`src/olse_pkg.sv`:
```
// ----------------------------------------------------------------------------
// olse_pkg
// Shared types and constants of the ordered list shift engine.
// ----------------------------------------------------------------------------
package olse_pkg;

	localparam int CAPACITY   = 16;
	localparam int DATA_WIDTH = 32;
	localparam int CNT_W      = $clog2(CAPACITY + 1);
	localparam int POS_W      = 5;
	localparam int CMP_W      = (CNT_W > POS_W) ? CNT_W : POS_W;

	typedef enum logic [1:0] {
		CMD_APPEND = 2'd0,
		CMD_INSERT = 2'd1,
		CMD_REMOVE = 2'd2,
		CMD_SEARCH = 2'd3
	} cmd_t;

	typedef logic [DATA_WIDTH-1:0] word_t;
	typedef logic [CNT_W-1:0]      cnt_t;

	typedef struct packed {
		cmd_t        command;
		logic [4:0]  position;
		logic [31:0] value;
	} in_beat_t;

	typedef struct packed {
		logic       success;
		logic [4:0] count;
	} out_beat_t;

	typedef struct packed {
		logic  do_ins;
		logic  do_rem;
		cnt_t  slot;
		cnt_t  count;
		word_t word;
	} cell_ctl_t;

endpackage

```
`src/ordered_list_shift_engine.sv`:
```
// ----------------------------------------------------------------------------
// ordered_list_shift_engine
// Fixed-capacity ordered list with append, insert, remove and search.
// ----------------------------------------------------------------------------
// The list is a row of cells that compare against the word and shift toward
// a neighbor together, and the first-match flag ripples combinationally along
// the row. One result beat leaves per command, through an output register, so
// a new command is accepted every cycle while the result is taken. No clearing
// pass follows reset.
module ordered_list_shift_engine
	import olse_pkg::*;
(
	input  logic      clk,
	input  logic      arst_n,
	input  logic      in_valid,
	output logic      in_ready,
	input  in_beat_t  in_data,
	output logic      out_valid,
	input  logic      out_ready,
	output out_beat_t out_data
);

	cnt_t      count_q;
	logic      out_valid_q;
	out_beat_t out_q;

	logic                  accept;
	logic                  is_add;
	logic                  add_ok;
	logic                  found;
	logic                  ok;
	cnt_t                  slot;
	cnt_t                  count_d;
	cell_ctl_t             ctl;
	word_t                 cell_data [CAPACITY];
	logic [CAPACITY:0]     hit;

	assign in_ready  = !out_valid_q || out_ready;
	assign accept    = in_valid && in_ready;
	assign out_valid = out_valid_q;
	assign out_data  = out_q;

	assign is_add = (in_data.command == CMD_APPEND) || (in_data.command == CMD_INSERT);

	always_comb begin
		slot   = count_q;
		add_ok = 1'b0;
		if (in_data.command == CMD_INSERT) begin
			slot   = CNT_W'(in_data.position);
			add_ok = CMP_W'(in_data.position) <= CMP_W'(count_q);
		end else begin
			add_ok = 1'b1;
		end
		if (count_q == CNT_W'(CAPACITY)) begin
			add_ok = 1'b0;
		end
	end

	assign ctl.do_ins = accept && is_add && add_ok;
	assign ctl.do_rem = accept && (in_data.command == CMD_REMOVE);
	assign ctl.slot   = slot;
	assign ctl.count  = count_q;
	assign ctl.word   = DATA_WIDTH'(in_data.value);

	assign hit[0] = 1'b0;

	for (genvar i = 0; i < CAPACITY; i++) begin : g_cell
		word_t left_w;
		word_t right_w;
		if (i == 0) begin : g_first
			assign left_w = '0;
		end else begin : g_mid_l
			assign left_w = cell_data[i-1];
		end
		if (i == CAPACITY - 1) begin : g_last
			assign right_w = '0;
		end else begin : g_mid_r
			assign right_w = cell_data[i+1];
		end
		olse_cell u_cell (
			.clk     (clk),
			.idx     (CNT_W'(i)),
			.ctl     (ctl),
			.left    (left_w),
			.right   (right_w),
			.hit_in  (hit[i]),
			.data    (cell_data[i]),
			.hit_out (hit[i+1])
		);
	end

	assign found = hit[CAPACITY];

	always_comb begin
		ok      = 1'b0;
		count_d = count_q;
		case (in_data.command)
			CMD_APPEND, CMD_INSERT: begin
				ok = add_ok;
				if (add_ok) begin
					count_d = count_q + CNT_W'(1);
				end
			end
			CMD_REMOVE: begin
				ok = found;
				if (found) begin
					count_d = count_q - CNT_W'(1);
				end
			end
			CMD_SEARCH: begin
				ok = found;
			end
			default: begin
				ok = 1'b0;
			end
		endcase
	end

	always_ff @(posedge clk or negedge arst_n) begin
		if (!arst_n) begin
			count_q     <= '0;
			out_valid_q <= 1'b0;
		end else begin
			if (accept) begin
				count_q     <= count_d;
				out_valid_q <= 1'b1;
			end else if (out_ready) begin
				out_valid_q <= 1'b0;
			end
		end
	end

	always_ff @(posedge clk) begin
		if (accept) begin
			out_q.success <= ok;
			out_q.count   <= 5'(count_d);
		end
	end

endmodule

```
`src/olse_cell.sv`:
```
// ----------------------------------------------------------------------------
// olse_cell
// One slot of the list: holds a word, compares it, and shifts with neighbors.
// ----------------------------------------------------------------------------
module olse_cell
	import olse_pkg::*;
(
	input  logic      clk,
	input  cnt_t      idx,
	input  cell_ctl_t ctl,
	input  word_t     left,
	input  word_t     right,
	input  logic      hit_in,
	output word_t     data,
	output logic      hit_out
);

	word_t data_q;
	logic  match;

	assign match   = (idx < ctl.count) && (data_q == ctl.word);
	assign hit_out = hit_in | match;
	assign data    = data_q;

	always_ff @(posedge clk) begin
		if (ctl.do_ins) begin
			if (idx > ctl.slot) begin
				data_q <= left;
			end else if (idx == ctl.slot) begin
				data_q <= ctl.word;
			end
		end else if (ctl.do_rem && hit_out) begin
			data_q <= right;
		end
	end

endmodule

```
`config.mk`:
```
export PLATFORM = sky130hd
export DESIGN_NAME = ordered_list_shift_engine
export DESIGN_NICKNAME = d
export VERILOG_FILES = /design/src/olse_pkg.sv /design/src/ordered_list_shift_engine.sv /design/src/olse_cell.sv
export SDC_FILE = /design/constraint.sdc
export NUM_CORES = 2
export LEC_CHECK = 0
export ABC_AREA = 1
export BUFFER_PORTS_ARGS = -buffer_cell sky130_fd_sc_hd__buf_4
export CAP_MARGIN = 20
export CORE_ASPECT_RATIO = 1.4
export CORE_MARGIN = 2
export CORE_UTILIZATION = 41
export DETAILED_ROUTE_END_ITERATION = 8
export PLACE_DENSITY = 0.58
export SLEW_MARGIN = 20
export SYNTH_ARGS = -nofsm -noshare
export SYNTH_HDL_FRONTEND = slang
export SYNTH_SLANG_ARGS = --single-unit
export TNS_END_PERCENT = 5
```
`constraint.sdc`:
```
create_clock -name clk -period 6.6 [get_ports clk]
set_input_delay 0.33 -clock clk [delete_from_list [all_inputs] [get_ports clk]]
set_output_delay 0.33 -clock clk [all_outputs]
set_load 0.005 [all_outputs]
```
==> qor.txt <==
Max rail drop VDD -> 213 uV
Crit Path Max Fanout -> 77
Psw -> 3.43 mW
Clk pwr share -> 32.6%
Area Overhead vs Synth -> 7.94%
status -> complete, no violations
WHS -> 43.0 ps
Post-synth EDFFs -> 518
Top FF cell, synth -> edfxtp_1
first-pass GRT wire length -> 216,000 um
Pins Over Slew Limit -> 0
sw frac -> 35.5%
Post-Syn Instances -> 4,112
crit start category -> flip-flop
Die Ht -> 344 um
Max transition margin -> 30.5%
# Max-Cap Violations -> 0
Synth area leader -> edfxtp_1
skew final -> 33.4 ps
GR Overflow Total -> 0
Syn Area/Cell -> 8.22 sq um
Routed WL per cell -> 30.5 um
CTS Buffer Depth -> 3
Initial Util -> 41.4%
Final HPWL DP -> 106,000 um
io pins -> 51
Nets -> 3,995
# resized after CTS -> 0
final hold viol count -> 0
Synth Register Bits -> 524
synthesized cell area -> 33,800 sq um
Total GRT Usage -> 35.8%
critical path start-end classification -> flip-flop to flip-flop
Post-Route Setup TNS -> 0 ps
Fillers -> 8,315
minimum clock period -> 4700 ps
CTS Buf Count -> 57
RSZ-0062 raised after global routing -> false
Final Routed Wirelength -> 154,000 um
synth top area cells -> edfxtp_1, nand2_1, o21ai_0
PD cells -> 265 nW/um^2
period utilization -> 71.3%
CP cell instances -> inv_1 -> ha_1 -> a21oi_1 -> o21ai_1 -> o211ai_1 -> nand2_1 -> nor2_1 -> inv_2 -> nor2_4 -> buf_4 -> buf_4 -> o211ai_1 -> o21ai_0
Int Power -> 6.23 mW
DR DRC count -> 0
antenna-violating nets left -> 0
Placeable Area -> 81,600 sq um
syn_nets -> 4,164
final setup fails -> 0
clk sinks -> 524
synth warn -> 0
fraction of registers with async set/reset -> 1.15%
Hold Path Class -> input pin to flip-flop
fraction of layout cells with a size suffix above 1 -> 6.94%
largest stage delay on the critical path -> 780 ps
CP Capture Type -> flip-flop
delay-heaviest family, CP -> buffers and inverters
most frequent cells after synthesis -> nand2_1, o21ai_0, edfxtp_1, inv_1, clkbuf_1
die width -> 247 um
Clock Tree Root -> clkbuf_16
critical path arrival -> 5190 ps
combinational share of power -> 24.7%
total power draw -> 9.66 mW
via density per instance -> 6.24
via count -> 31,600
Req. time, crit path -> 7080 ps
sequential share of the synthesized area -> 46.5%
H-tree depth -> 2
worst skew pair latency -> 670 ps
Achievable Freq -> 213 MHz
area fraction of the dominant cell type after synthesis -> 46.0%
Die Area -> 84,700 sq um
DR iter-0 viols -> 4,131
First-pass DRT Iterations -> 8
Leak -> 13.6 nW
worst-margin pin slew -> 1040 ps
Reg power frac -> 42.7%
vias in the first global route -> 29,700
initial antenna violation count -> 5
FP Rows -> 124
Worst path slowest cell -> buf_4
Cell variety after synth -> 52
largest net degree at the start of global routing -> 217
setup bufs post-CTS -> 0
CTS tree -> done
Worst-path clk slew -> 70 ps
sum of buffers and inverters on the critical path -> 4
top-count cell post-synth -> nand2_1
Port Buf Inserts -> 50
routability congestion estimate -> 1.03
[kinds of logic (layout without fill, tap and decap cells)]
family | count (synthesis) | after routing | synth area share (%)
AO/OA/AOI/OAI | 1167 | 1167 | 20.1
XOR/XNOR | 264 | 264 | 6.84
adder cells (fa/ha/maj) | 9 | 9 | 0.333
buffers and inverters | 696 | 573 | 8.62
flip-flops | 524 | 524 | 46.5
other | 0 | 2 | 0
AND/OR/NAND/NOR | 1452 | 1452 | 17.6
[cell usage in the layout, fill, tap and decap left out, drive strengths merged]
cell / count
a2111o: 1
a2111oi: 5
a211oi: 38
a21oi: 56
a221oi: 14
a22o: 1
a22oi: 62
a2bb2oi: 35
a31o: 1
and3: 4
buf: 105
clkbuf: 80
clkinv: 27
dfrtp: 6
diode: 2
dlygate4sd3: 3
edfxtp: 518
ha: 9
inv: 358
nand2: 1134
nand3: 35
nand3b: 4
nand4: 43
nor2: 163
nor3: 24
nor4: 40
nor4b: 2
o2111ai: 13
o211a: 1
o211ai: 121
o21ai: 715
o21bai: 2
o221ai: 2
o22ai: 99
o31ai: 1
or2: 3
xnor2: 123
xor2: 141
[per-stage QoR]
| stage | utilization, % | worst slack, ps | cells | instance area, sq um |
|---|---|---|---|---|
| 2_1_floorplan | - | 1440 | 4112 | 33800 |
| 3_3_place_gp | 42.3 | 1900 | 4946 | 34500 |
| 3_5_place_dp | 42.5 | 1920 | 4950 | 34700 |
| 4_1_cts | 44.6 | 1930 | 5058 | 36400 |
| 5_1_grt | 44.7 | 1610 | 5060 | 36500 |
| 6_report | 44.7 | 1900 | 5062 | 36500 |
[worst paths after layout]
path	startpoint	end	slack [ps]	depth (start not counted)
worst max register to register	count_q[4]	g_cell[10].u_cell.data[24]	1900	13
worst min register to register	out_valid	out_valid	530	2
worst min-delay path	in_data[38]	out_data[5]	40	3
worst max-delay path	count_q[4]	g_cell[10].u_cell.data[24]	1900	13
min in group asynchronous	arst_n	count_q[1]	660	3
max in group asynchronous	arst_n	count_q[0]	5650	3
[power by group through the flow]
stage | Clock [mW] | Sequential (mW) | Combinational [mW]
after global placement | 0 | 4.18 | 2.27
after detailed placement | 0 | 4.19 | 2.29
final | 3.15 | 4.13 | 2.38
after floorplan | 0 | 4.10 | 1.55
after CTS | 3.15 | 4.12 | 2.31
after global routing | 3.25 | 4.13 | 2.56
[sequential cells by signal, indices dropped and copies added, names as in the netlist]
signal              count
count_q                 5
g_cell.u_cell.data    512
out_data                6
out_valid               1
[worst register-to-register path: stages (launching register included)]
cell and delay (ps):
dfrtp_1 400, inv_1 390, ha_1 340, a21oi_1 130
o21ai_1 70, o211ai_1 90, nand2_1 120, nor2_1 380
inv_2 130, nor2_4 610, buf_4 800, buf_4 680
o211ai_1 240, o21ai_0 140
[cell type report]
cell class	count	area (sq um)	area share, %
antenna	2	5.00	0.0137
clock buffer	80	1600	4.37
clock inverter	25	119	0.326
inverter	360	1360	3.74
multi-input combinational	2892	15400	42.2
sequential	524	15700	43.1
tap	1071	1340	3.67
timing repair buffer	108	963	2.64
[timing repair]
action / CTS / global route
hold endpoints to repair: 7 / 0
setup endpoints to repair: 0 / 0
hold buffers: 3 / 0
[metal layers]
layer	vias up	routed length, um	global-route usage, %
met1	15100	51400	39.8
met2	2019	70800	57.4
met3	704	13900	6.63
li1	13800	-	-
met5	-	37	0
met4	6	18200	34.2
No activity file was read; power rests on OpenSTA's default activity.
